<file path="config.mk">
export PLATFORM = sky130hd
export DESIGN_NAME = rms_voice_activity_hysteresis
export DESIGN_NICKNAME = d
export VERILOG_FILES = /design/src/rtl/rmsvad_pkg.sv /design/src/rtl/rms_voice_activity_hysteresis.sv /design/src/rtl/rmsvad_accum.sv /design/src/rtl/rmsvad_decide.sv
export SDC_FILE = /design/constraint.sdc
export NUM_CORES = 2
export LEC_CHECK = 0
export BUFFER_PORTS_ARGS = -buffer_cell sky130_fd_sc_hd__buf_2
export CORE_MARGIN = 1
export CORE_UTILIZATION = 40
export CTS_CLUSTER_SIZE = 28
export DETAILED_ROUTE_END_ITERATION = 10
export PLACE_DENSITY_LB_ADDON = 0.05
export SYNTH_ARGS = -nofsm -noshare
export SYNTH_HDL_FRONTEND = slang
export SYNTH_SLANG_ARGS = --single-unit
</file>
<file path="constraint.sdc">
create_clock -name clk -period 7.5 [get_ports clk]
set_input_delay 1.125 -clock clk [delete_from_list [all_inputs] [get_ports clk]]
set_output_delay 1.125 -clock clk [all_outputs]
set_load 0.005 [all_outputs]
</file>
<file path="src/rtl/rmsvad_pkg.sv">
// Shared types and constants for the RMS voice activity detector.
// No dependencies; every module of the block imports this package.
package rmsvad_pkg;

    // Payload and register widths
    localparam int SAMPLE_W    = 16;
    localparam int SQ_W        = 31;
    localparam int THRESH_W    = 31;
    localparam int HOLD_W      = 20;
    localparam int RUN_W       = 24;
    localparam int CFG_DATA_W  = 31;
    localparam int CFG_INDEX_W = 2;

    // Saturation value of the loud and quiet run counters
    localparam logic [RUN_W-1:0] RUN_MAX = {RUN_W{1'b1}};

    // Register values after reset
    localparam logic [THRESH_W-1:0] LEVEL_THRESHOLD_SQ_RST = THRESH_W'(107374);
    localparam logic [HOLD_W-1:0]   ON_HOLD_SAMPLES_RST    = HOLD_W'(4800);
    localparam logic [HOLD_W-1:0]   OFF_HOLD_SAMPLES_RST   = HOLD_W'(14400);

    // Register indexes of the configuration port
    typedef enum logic [CFG_INDEX_W-1:0] {
        REG_LEVEL_THRESHOLD_SQ = 2'd0,
        REG_ON_HOLD_SAMPLES    = 2'd1,
        REG_OFF_HOLD_SAMPLES   = 2'd2
    } cfg_reg_t;

    // Configuration as seen by the decision logic
    typedef struct packed {
        logic [THRESH_W-1:0] level_threshold_sq;
        logic [HOLD_W-1:0]   on_hold_samples;
        logic [HOLD_W-1:0]   off_hold_samples;
    } vad_cfg_t;

endpackage

</file>
<file path="src/rtl/rms_voice_activity_hysteresis.sv">
// RMS voice activity detector with hysteresis: top level and configuration registers.
// Depends on rmsvad_pkg, rmsvad_accum and rmsvad_decide.
//
// The block takes one signed 16-bit sample per clock, sustained, with no
// gaps between bursts; the open-burst accumulator adds one squared sample per
// cycle and sets that rate. A burst closes on burst_end or at its MAX_BURST-th
// sample and is called loud when its sum of squares exceeds the threshold
// register times its length. The talking transfer for a burst that flips the
// state appears on the output once its last sample has passed through the
// input, square, burst, product and compare registers and then the output
// register. While a result waits, samples keep flowing until three more
// closed bursts have queued behind it in the compare, product and burst
// registers; after that the square and input registers fill and the input
// stalls until the result is taken. Configuration writes take effect at once
// and belong in idle periods.
module rms_voice_activity_hysteresis
    import rmsvad_pkg::*;
#(
    parameter int MAX_BURST = 4096
)
(
    input  logic                       clk,
    input  logic                       rst_n,
    input  logic                       cfg_wr_en,
    input  logic [CFG_INDEX_W-1:0]     cfg_index,
    input  logic [CFG_DATA_W-1:0]      cfg_wdata,
    input  logic                       in_valid,
    output logic                       in_ready,
    input  logic signed [SAMPLE_W-1:0] sample,
    input  logic                       burst_end,
    input  logic                       paused,
    output logic                       out_valid,
    input  logic                       out_ready,
    output logic                       talking
);

    localparam int CW = $clog2(MAX_BURST + 1);
    localparam int EW = 30 + CW;

    vad_cfg_t       cfg_reg;
    logic           burst_valid;
    logic           burst_ready;
    logic [EW-1:0]  burst_energy;
    logic [CW-1:0]  burst_len;
    logic           burst_paused;

    // Configuration registers; unknown indexes are ignored.
    always_ff @(posedge clk or negedge rst_n)
    begin
        if (!rst_n)
        begin
            cfg_reg.level_threshold_sq <= LEVEL_THRESHOLD_SQ_RST;
            cfg_reg.on_hold_samples    <= ON_HOLD_SAMPLES_RST;
            cfg_reg.off_hold_samples   <= OFF_HOLD_SAMPLES_RST;
        end
        else if (cfg_wr_en)
        begin
            case (cfg_reg_t'(cfg_index))
                REG_LEVEL_THRESHOLD_SQ:
                begin
                    cfg_reg.level_threshold_sq <= cfg_wdata[THRESH_W-1:0];
                end
                REG_ON_HOLD_SAMPLES:
                begin
                    cfg_reg.on_hold_samples <= cfg_wdata[HOLD_W-1:0];
                end
                REG_OFF_HOLD_SAMPLES:
                begin
                    cfg_reg.off_hold_samples <= cfg_wdata[HOLD_W-1:0];
                end
                default:
                begin
                end
            endcase
        end
    end

    // Sample side: squaring and burst accumulation
    rmsvad_accum #(
        .MAX_BURST (MAX_BURST)
    ) u_accum (
        .clk          (clk),
        .rst_n        (rst_n),
        .in_valid     (in_valid),
        .in_ready     (in_ready),
        .sample       (sample),
        .burst_end    (burst_end),
        .paused       (paused),
        .burst_valid  (burst_valid),
        .burst_ready  (burst_ready),
        .burst_energy (burst_energy),
        .burst_len    (burst_len),
        .burst_paused (burst_paused)
    );

    // Burst side: loudness decision and hysteresis
    rmsvad_decide #(
        .MAX_BURST (MAX_BURST)
    ) u_decide (
        .clk          (clk),
        .rst_n        (rst_n),
        .cfg          (cfg_reg),
        .burst_valid  (burst_valid),
        .burst_ready  (burst_ready),
        .burst_energy (burst_energy),
        .burst_len    (burst_len),
        .burst_paused (burst_paused),
        .out_valid    (out_valid),
        .out_ready    (out_ready),
        .talking      (talking)
    );

endmodule

</file>
<file path="src/rtl/rmsvad_accum.sv">
// Sample side of the detector: input register, squaring stage and burst accumulators.
// Depends on rmsvad_pkg. Emits one record (energy, length, paused) per closed burst.
module rmsvad_accum
    import rmsvad_pkg::*;
#(
    parameter int MAX_BURST = 4096
)
(
    input  logic                    clk,
    input  logic                    rst_n,
    input  logic                    in_valid,
    output logic                    in_ready,
    input  logic signed [SAMPLE_W-1:0] sample,
    input  logic                    burst_end,
    input  logic                    paused,
    output logic                    burst_valid,
    input  logic                    burst_ready,
    output logic [30+$clog2(MAX_BURST+1)-1:0] burst_energy,
    output logic [$clog2(MAX_BURST+1)-1:0]    burst_len,
    output logic                    burst_paused
);

    localparam int CW = $clog2(MAX_BURST + 1);
    localparam int EW = 30 + CW;

    // Input register
    logic                s1_valid_reg;
    logic [SAMPLE_W-1:0] s1_sample_reg;
    logic                s1_last_reg;
    logic                s1_paused_reg;

    // Squared sample register
    logic                s2_valid_reg;
    logic [SQ_W-1:0]     s2_sq_reg;
    logic                s2_last_reg;
    logic                s2_paused_reg;

    // Open burst accumulators
    logic [EW-1:0]       acc_energy_reg;
    logic [CW-1:0]       acc_count_reg;

    // Closed burst record
    logic                burst_valid_reg;
    logic [EW-1:0]       burst_energy_reg;
    logic [CW-1:0]       burst_len_reg;
    logic                burst_paused_reg;

    logic                out_free;
    logic                s2_ready;
    logic                s1_ready;
    logic                s1_fire;
    logic                s2_fire;
    logic [SAMPLE_W:0]   sample_ext;
    logic [SAMPLE_W:0]   sample_neg;
    logic [SAMPLE_W-1:0] mag;
    logic [2*SAMPLE_W-1:0] sq_full;
    logic [EW-1:0]       energy_inc;
    logic [CW-1:0]       count_inc;
    logic                close;

    // Each stage moves when the one after it is empty or moving on.
    assign out_free = !burst_valid_reg || burst_ready;
    assign s2_ready = !s2_valid_reg || out_free;
    assign s1_ready = !s1_valid_reg || s2_ready;
    assign in_ready = s1_ready;
    assign s1_fire  = s1_valid_reg && s2_ready;
    assign s2_fire  = s2_valid_reg && out_free;

    // Magnitude of the sample; the most negative value gives 2^15 exactly.
    assign sample_ext = {s1_sample_reg[SAMPLE_W-1], s1_sample_reg};
    assign sample_neg = (SAMPLE_W+1)'(0) - sample_ext;
    assign mag        = sample_ext[SAMPLE_W] ? sample_neg[SAMPLE_W-1:0]
                                             : sample_ext[SAMPLE_W-1:0];
    assign sq_full    = {{SAMPLE_W{1'b0}}, mag} * {{SAMPLE_W{1'b0}}, mag};

    // Accumulate and detect the end of a burst, forced at MAX_BURST samples.
    assign energy_inc = acc_energy_reg + EW'(s2_sq_reg);
    assign count_inc  = acc_count_reg + CW'(1);
    assign close      = s2_last_reg || (count_inc == CW'(MAX_BURST));

    // Valid flags and accumulators
    always_ff @(posedge clk or negedge rst_n)
    begin
        if (!rst_n)
        begin
            s1_valid_reg    <= 1'b0;
            s2_valid_reg    <= 1'b0;
            burst_valid_reg <= 1'b0;
            acc_energy_reg  <= '0;
            acc_count_reg   <= '0;
        end
        else
        begin
            if (s1_ready)
            begin
                s1_valid_reg <= in_valid;
            end
            if (s2_ready)
            begin
                s2_valid_reg <= s1_fire;
            end
            if (out_free)
            begin
                burst_valid_reg <= s2_fire && close;
            end
            if (s2_fire)
            begin
                if (close)
                begin
                    acc_energy_reg <= '0;
                    acc_count_reg  <= '0;
                end
                else
                begin
                    acc_energy_reg <= energy_inc;
                    acc_count_reg  <= count_inc;
                end
            end
        end
    end

    // Payload registers
    always_ff @(posedge clk)
    begin
        if (s1_ready && in_valid)
        begin
            s1_sample_reg <= sample;
            s1_last_reg   <= burst_end;
            s1_paused_reg <= paused;
        end
        if (s1_fire)
        begin
            s2_sq_reg     <= sq_full[SQ_W-1:0];
            s2_last_reg   <= s1_last_reg;
            s2_paused_reg <= s1_paused_reg;
        end
        if (s2_fire && close)
        begin
            burst_energy_reg <= energy_inc;
            burst_len_reg    <= count_inc;
            burst_paused_reg <= s2_paused_reg;
        end
    end

    assign burst_valid  = burst_valid_reg;
    assign burst_energy = burst_energy_reg;
    assign burst_len    = burst_len_reg;
    assign burst_paused = burst_paused_reg;

`ifndef NO_ASSERTIONS
    // An open burst never holds MAX_BURST samples; that sample closes it.
    a_count_bound: assert property (@(posedge clk) disable iff (!rst_n)
        acc_count_reg < CW'(MAX_BURST))
        else $error("burst counter reached MAX_BURST");

    // The energy and count accumulators are cleared together.
    a_empty_burst: assert property (@(posedge clk) disable iff (!rst_n)
        (acc_count_reg == '0) |-> (acc_energy_reg == '0))
        else $error("energy left over in an empty burst");

    // A closed burst always holds at least one sample.
    a_len_nonzero: assert property (@(posedge clk) disable iff (!rst_n)
        burst_valid_reg |-> (burst_len_reg != '0))
        else $error("closed burst of zero length");
`endif

endmodule

</file>
<file path="src/rtl/rmsvad_decide.sv">
// Burst side of the detector: threshold product, loudness compare, hysteresis runs.
// Depends on rmsvad_pkg. Produces one talking transfer per state change.
module rmsvad_decide
    import rmsvad_pkg::*;
#(
    parameter int MAX_BURST = 4096
)
(
    input  logic                    clk,
    input  logic                    rst_n,
    input  vad_cfg_t                cfg,
    input  logic                    burst_valid,
    output logic                    burst_ready,
    input  logic [30+$clog2(MAX_BURST+1)-1:0] burst_energy,
    input  logic [$clog2(MAX_BURST+1)-1:0]    burst_len,
    input  logic                    burst_paused,
    output logic                    out_valid,
    input  logic                    out_ready,
    output logic                    talking
);

    localparam int CW = $clog2(MAX_BURST + 1);
    localparam int EW = 30 + CW;
    localparam int PW = THRESH_W + CW;

    // Product stage
    logic           p_valid_reg;
    logic [PW-1:0]  p_prod_reg;
    logic [EW-1:0]  p_energy_reg;
    logic [CW-1:0]  p_len_reg;
    logic           p_paused_reg;

    // Loudness stage
    logic           l_valid_reg;
    logic           l_loud_reg;
    logic [CW-1:0]  l_len_reg;
    logic           l_paused_reg;

    // Hysteresis state and result register
    logic              talking_state_reg;
    logic              talking_state_next;
    logic [RUN_W-1:0]  loud_run_reg;
    logic [RUN_W-1:0]  loud_run_next;
    logic [RUN_W-1:0]  quiet_run_reg;
    logic [RUN_W-1:0]  quiet_run_next;
    logic              out_valid_reg;
    logic              talking_reg;

    logic              out_free;
    logic              l_ready;
    logic              p_ready;
    logic              p_fire;
    logic              l_fire;
    logic [PW-1:0]     prod;
    logic              loud;
    logic [RUN_W:0]    loud_sum;
    logic [RUN_W:0]    quiet_sum;
    logic [RUN_W-1:0]  loud_sat;
    logic [RUN_W-1:0]  quiet_sat;
    logic              emit;

    // Stage handshakes
    assign out_free    = !out_valid_reg || out_ready;
    assign l_ready     = !l_valid_reg || out_free;
    assign p_ready     = !p_valid_reg || l_ready;
    assign burst_ready = p_ready;
    assign p_fire      = p_valid_reg && l_ready;
    assign l_fire      = l_valid_reg && out_free;

    // Threshold times burst length stands in for the mean.
    assign prod = PW'(cfg.level_threshold_sq) * PW'(burst_len);
    assign loud = PW'(p_energy_reg) > p_prod_reg;

    // Saturating run sums
    assign loud_sum  = {1'b0, loud_run_reg} + (RUN_W+1)'(l_len_reg);
    assign quiet_sum = {1'b0, quiet_run_reg} + (RUN_W+1)'(l_len_reg);
    assign loud_sat  = loud_sum[RUN_W] ? RUN_MAX : loud_sum[RUN_W-1:0];
    assign quiet_sat = quiet_sum[RUN_W] ? RUN_MAX : quiet_sum[RUN_W-1:0];

    // Run update and talking decision for one closed burst
    always_comb
    begin
        loud_run_next      = loud_run_reg;
        quiet_run_next     = quiet_run_reg;
        talking_state_next = talking_state_reg;
        emit               = 1'b0;
        if (l_fire && !l_paused_reg)
        begin
            if (l_loud_reg)
            begin
                loud_run_next  = loud_sat;
                quiet_run_next = '0;
                if (!talking_state_reg && (loud_sat >= RUN_W'(cfg.on_hold_samples)))
                begin
                    talking_state_next = 1'b1;
                    emit               = 1'b1;
                end
            end
            else
            begin
                quiet_run_next = quiet_sat;
                loud_run_next  = '0;
                if (talking_state_reg && (quiet_sat >= RUN_W'(cfg.off_hold_samples)))
                begin
                    talking_state_next = 1'b0;
                    emit               = 1'b1;
                end
            end
        end
    end

    // Control state
    always_ff @(posedge clk or negedge rst_n)
    begin
        if (!rst_n)
        begin
            p_valid_reg       <= 1'b0;
            l_valid_reg       <= 1'b0;
            out_valid_reg     <= 1'b0;
            talking_state_reg <= 1'b0;
            loud_run_reg      <= '0;
            quiet_run_reg     <= '0;
        end
        else
        begin
            if (p_ready)
            begin
                p_valid_reg <= burst_valid;
            end
            if (l_ready)
            begin
                l_valid_reg <= p_fire;
            end
            if (out_free)
            begin
                out_valid_reg <= emit;
            end
            talking_state_reg <= talking_state_next;
            loud_run_reg      <= loud_run_next;
            quiet_run_reg     <= quiet_run_next;
        end
    end

    // Payload registers
    always_ff @(posedge clk)
    begin
        if (p_ready && burst_valid)
        begin
            p_prod_reg   <= prod;
            p_energy_reg <= burst_energy;
            p_len_reg    <= burst_len;
            p_paused_reg <= burst_paused;
        end
        if (p_fire)
        begin
            l_loud_reg   <= loud;
            l_len_reg    <= p_len_reg;
            l_paused_reg <= p_paused_reg;
        end
        if (emit)
        begin
            talking_reg <= talking_state_next;
        end
    end

    assign out_valid = out_valid_reg;
    assign talking   = talking_reg;

`ifndef NO_ASSERTIONS
    // At most one of the two runs is nonzero.
    a_runs_exclusive: assert property (@(posedge clk) disable iff (!rst_n)
        (loud_run_reg == '0) || (quiet_run_reg == '0))
        else $error("loud and quiet runs both active");

    // A pending result always shows the current talking state.
    a_out_matches_state: assert property (@(posedge clk) disable iff (!rst_n)
        out_valid_reg |-> (talking_reg == talking_state_reg))
        else $error("pending result differs from talking state");

    // The talking state only changes together with a new result.
    a_flip_emits: assert property (@(posedge clk) disable iff (!rst_n)
        (talking_state_reg != $past(talking_state_reg)) |-> out_valid_reg)
        else $error("talking state changed without a result");
`endif

endmodule
</file>
# ---- Word-level counts from Yosys, hierarchy flattened
# Cells that the tools add are included.
dict set report classes {
  magnitude_cmp 3
  mux 15
  n_addsub 5
  n_reduce_logical 29
  bitwise 0
  n_eq_ne 3
  multipliers 2
  div 0
  shift 0
}
# op n
set ops {}
lappend ops {{2-to-1 mux 24 bit} 4}
lappend ops {{adder 24 x 13 -> 25 bit} 2}
lappend ops {{greater-or-equal comparator 24 x 20 -> 1 bit} 2}
lappend ops {{> comparator 43 x 44 -> 1 bit} 1}
lappend ops {{multiplier 31 x 13 -> 44 bit} 1}
lappend ops {{adder 43 x 31 -> 43 bit} 1}
lappend ops {{2-to-1 mux 43 bit} 1}
lappend ops {{multiplier 16 x 16 -> 31 bit} 1}
lappend ops {{2-to-1 mux 16 bit} 1}
lappend ops {{subtractor 1 x 16 -> 16 bit, first input constant} 1}
lappend ops {{adder 13 x 1 -> 13 bit, second input constant} 1}
lappend ops {{equality test 13 bit, second input constant} 1}
lappend ops {{2-to-1 mux 13 bit} 1}
lappend ops {{logical AND 1 bit} 10}
lappend ops {{logical NOT 1 bit} 8}
lappend ops {{2-to-1 mux 1 bit} 8}
lappend ops {{logical OR 1 bit} 7}
lappend ops {{AND reduction 2 bit} 3}
lappend ops {{equality test 2 x 1 -> 1 bit, second input constant} 1}
lappend ops {{equality test 2 bit, second input constant} 1}
lappend ops {{logical NOT 2 bit} 1}
dict set report word_totals {
  latchBits 0
  reg_bits 407
  out_inout_bits 3
  n_memories 0
  ram_bits 0
  mem_bits_ro 0
  wordCells 88
}

# ---- Logic depth before layout (Yosys ltp)
dict set report depth {
  depth_word 8
  ltp_mapped 32
  depth_no_buf 30
}

# ---- Hierarchy
# From an unflattened synthesis, not the netlist that was laid out.
dict set report hier_totals {
  cells_unflattened 4009
  area_unflattened_um2 40040.9
}
# mod cells_each area_each_um2 seq_area_each_um2 n_inst
set modules_own_cells {}
lappend modules_own_cells {rmsvad_decide 2363 22177.5 4814.6 1}
lappend modules_own_cells {rmsvad_accum 1494 15167.0 4689.5 1}
lappend modules_own_cells {rms_voice_activity_hysteresis 152 2696.3 1799.2 1}

# ---- Worst setup path after synthesis
# No wires, ideal clock.
dict set report synth_path {
  path_type {register -> register}
  from {register u_accum.s1_sample_reg[0]}
  to {register u_accum.s2_sq_reg[29] (data pin)}
  slack_ns -0.107
  t_required_ns 7.242
  period_less_slack_ns 7.607
  path_stages_with_launch 29
  t_arrival_ns 7.349
  path_cell_list {edfxtp_1 > inv_1 > clkbuf_1 > ha_1 > nand2_1 > o31a_1 > xnor2_1 > inv_1 > clkbuf_1 > nand2_1 > fa_1 > fa_1 > inv_1 > fa_1 > fa_1 > fa_1 > inv_1 > fa_1 > inv_1 > ha_1 > and4_1 > a221o_1 > a31oi_2 > a211oi_2 > o2111ai_2 > a31oi_1 > a211o_1 > a21oi_2 > xnor2_1}
}
dict set report synth_via {
  elab_chain_cells 3
}
# item line
set synth_lines {}
lappend synth_lines {{start: declaration} rmsvad_accum.sv:28} ;# logic [SAMPLE_W-1:0] s1_sample_reg;
lappend synth_lines {{start signal: assignment} rmsvad_accum.sv:127} ;# s1_sample_reg <= sample;
lappend synth_lines {{subtractor 1 x 16 -> 16 bit} rmsvad_accum.sv:71} ;# assign sample_neg = (SAMPLE_W+1)'(0) - sample_ext;
lappend synth_lines {{2-to-1 mux 16 bit (*)} rmsvad_accum.sv:72} ;# assign mag = sample_ext[SAMPLE_W] ? sample_neg[SAMPLE_W-1:0]
lappend synth_lines {{multiplier 16 x 16 -> 31 bit (*)} rmsvad_accum.sv:74} ;# assign sq_full = {{SAMPLE_W{1'b0}}, mag} * {{SAMPLE_W{1'b0}}, mag};
lappend synth_lines {{named net u_accum.sq_full[29]} rmsvad_accum.sv:56} ;# logic [2*SAMPLE_W-1:0] sq_full;
lappend synth_lines {{end signal: assignment} rmsvad_accum.sv:133} ;# s2_sq_reg <= sq_full[SQ_W-1:0];
lappend synth_lines {{end: declaration} rmsvad_accum.sv:34} ;# logic [SQ_W-1:0] s2_sq_reg;
# The timed path passes the listed nets; every way through them passes the cells marked *.
# A chain may end at the register's enable or synchronous reset.

# ---- Worst setup path after layout
dict set report layout_path {
  from {register u_accum.s1_sample_reg[2]}
  to {register u_accum.s2_sq_reg[30] (data pin)}
}
# Same word-level chain as after synthesis.

==> flow_summary.ini <==
[detailed_routing]
remaining_drc_errors = 0
drtIter0Drc = 1489
ant_nets = 0
wl_um = 98400
wire_per_inst_um = 18.9
vias_per_cell = 5.02
drt-pass1-iter-count = 5
routed-via-count = 26107

[timing]
period_share_pct = 95.9
worstMarginPinSlew_ns = 1.16
clock_skew_ns = 0.0522
fmax_ghz = 0.139
hold_viol = 0
drv_slew = 0
relSlewSlack_pct = 22.7
finalCriticalPeriod_ns = 7.19
setup_viol = 0

[floorplanning]
fp-row-count = 113
start_util_pct = 40.7
num_io_pins = 59
fp.coreArea_um2 = 95600
dieArea_um2 = 98400
die_h_um = 314
die_x_um = 314

[yosys]
synthTopCellsByCount = 635 x inv_1, 486 x fa_1, 474 x nand2_1
synth-edff-count = 224
seq_area_frac_synth_pct = 29.1
syn_area_um2 = 38900
synth-seq-cells = 406
synth_top_area_share_pct = 25.0
synth-warning-count = 0
synthTopCellsByArea = fa_1 25%, edfxtp_1 17%, dfrtp_1 11%
avgSynthCellArea_um2 = 10.3
synth_most_common_cell = inv_1
syn_inst = 3791
yosys.area.top_type = fa_1
ys_types = 87
synthArstFlopShare_pct = 44.8
yosys_most_used_dff = edfxtp_1

[placed_design]
hpwl_um = 74900
port_buffers = 58
postPlaceCellArea_um2 = 41200
dpl.cell_count = 5093
gp_congestion = 0.823

[clock_network]
clk_pin_slew_worst_paths_ns = 0.06
clock_latency_ns = 0.64
root_buffer = clkbuf_16
cts_buffer_depth = 3
cts.sinks = 406
cts_buffers = 52
cts_tree = built
postCtsHoldBufs = 0
htreeDepth = 2

[final_layout]
final_nets = 4756
largest_reg_flops = 71
stdcell_count = 5198
num_antenna_cells = 0
fin_util_pct = 45.4
nFillCells = 9230
area_delta_synth_final_pct = 11.6
drive_above_1_share_pct = 11.4
postLayoutCellArea_um2 = 43400

[worst_hold_path]
min_path_type = reg2reg

[global_routing]
antenna_found_initial = 0
grt_max_degree = 113
grt.total_usage_pct = 21.0
grt_pass1_vias = 27861
grt_overflow = 0
grt_pass1_wl_um = 161000

[flow_run]
drv_cap = 0

[worst_setup_path]
crit_type = reg2reg
critPathBufInv = 7
crit_top_cell = fa_1
cp-end-kind = register
slowest_stage = fa_2
crit_family = adder cells
start_kind = register
cp.required_ns = 7.90
worstPathArrival_ns = 7.59
cp_max_fo = 6
slowest_delay_ns = 0.61

[outcome]
outcome = finished, final reports clean
## metrics by stage
stage	hold slack (ns)	setup TNS, ns	setup WS (ns)
final	0.406	0	0.308
after global routing	0.419	-0.0459	-0.0217
after CTS	0.404	0	0.0213
after detailed placement	0.405	0	0.0409
after global placement	0.401	0	0.0881
after floorplan	0.400	0	0.0197
## what timing repair did
item,4_1_cts,5_1_grt
resized for setup,0,67
buffers inserted,0,7
setup endpoints to repair,0,11
## per-layer routing
metal  up-vias  GRT usage (%)  part of all wire [%]
li1      12513              -                     -
met1     13151           30.4                    49
met2       346           34.0                    47
met3        97           2.27                   3.1
met4         0           4.18                   1.8
met5         -              0                     0
## area by class of cell
class                   instances  area (µm²)  area share (%)
clock buffers                  69        1440            3.31
repair buffers                174        1260            2.92
flip-flops and latches        406       11300            26.1
well taps                    1265        1580            3.65
multi-input cells            2615       25000            57.6
inverters                     640        2400            5.54
clock inverters                29         380           0.877
## worst register-to-register path, stage by stage (launching register included)
cell      delay (ns)
edfxtp_1        0.42
nor4_4          0.36
nand2_2         0.12
buf_4           0.15
or3_4           0.39
o21ai_4         0.18
xor2_2          0.13
inv_2           0.18
buf_6           0.14
nand2_4         0.06
fa_1            0.53
inv_1           0.05
fa_1            0.49
fa_2            0.61
fa_2            0.44
fa_1            0.54
inv_1           0.05
fa_1            0.52
inv_1           0.04
ha_1            0.20
buf_4           0.15
or3_4           0.38
o211ai_1        0.33
nand3_2         0.15
a31oi_2         0.15
o21bai_1        0.10
xnor2_1         0.12
## cell families (layout without fill, tap and decap cells)
logic type                 count (synthesis)  count (layout)  synth area share (%)
DFF                                      406             406                  29.1
buffers and inverters                    779             912                  7.57
muxes                                     75              75                  2.16
and+or+nand+nor                         1007            1007                  12.3
xor gates and xnor gates                 165             165                  3.76
AOI/OAI and AO/OA                        546             546                  9.63
other                                      2              11                0.0193
adders and majority gates                811             811                  35.5
## final timing paths
kind / startpoint / to / slack (ns) / depth (start not counted)
worst max-delay path: u_accum.s1_sample_reg[2] / u_accum.s2_sq_reg[30] / 0.31 / 26
worst min-delay path: u_accum.burst_energy[1] / u_decide.p_energy_reg[1] / 0.41 / 0
worst max register to register: u_accum.s1_sample_reg[2] / u_accum.s2_sq_reg[30] / 0.31 / 26
worst min register to register: u_accum.burst_energy[1] / u_decide.p_energy_reg[1] / 0.41 / 0
max in group asynchronous: rst_n / u_accum.acc_count_reg[11] / 5.72 / 2
min in group asynchronous: rst_n / u_decide.loud_run_reg[17] / 0.54 / 1
## layout by cell type (no fill, tap or decap), types with 95 or more instances in the layout
master and n:
nor2_1 120, buf_4 107, dfrtp_1 164, inv_1 634, edfxtp_1 224, and2_1 181, ha_1 321, nand2_1 460
a21oi_1 116, fa_1 481, xnor2_1 95
Power is left out: the tool's default activity adds up to more than one toggle a clock period on the data nets, which glitch-free logic cannot reach.
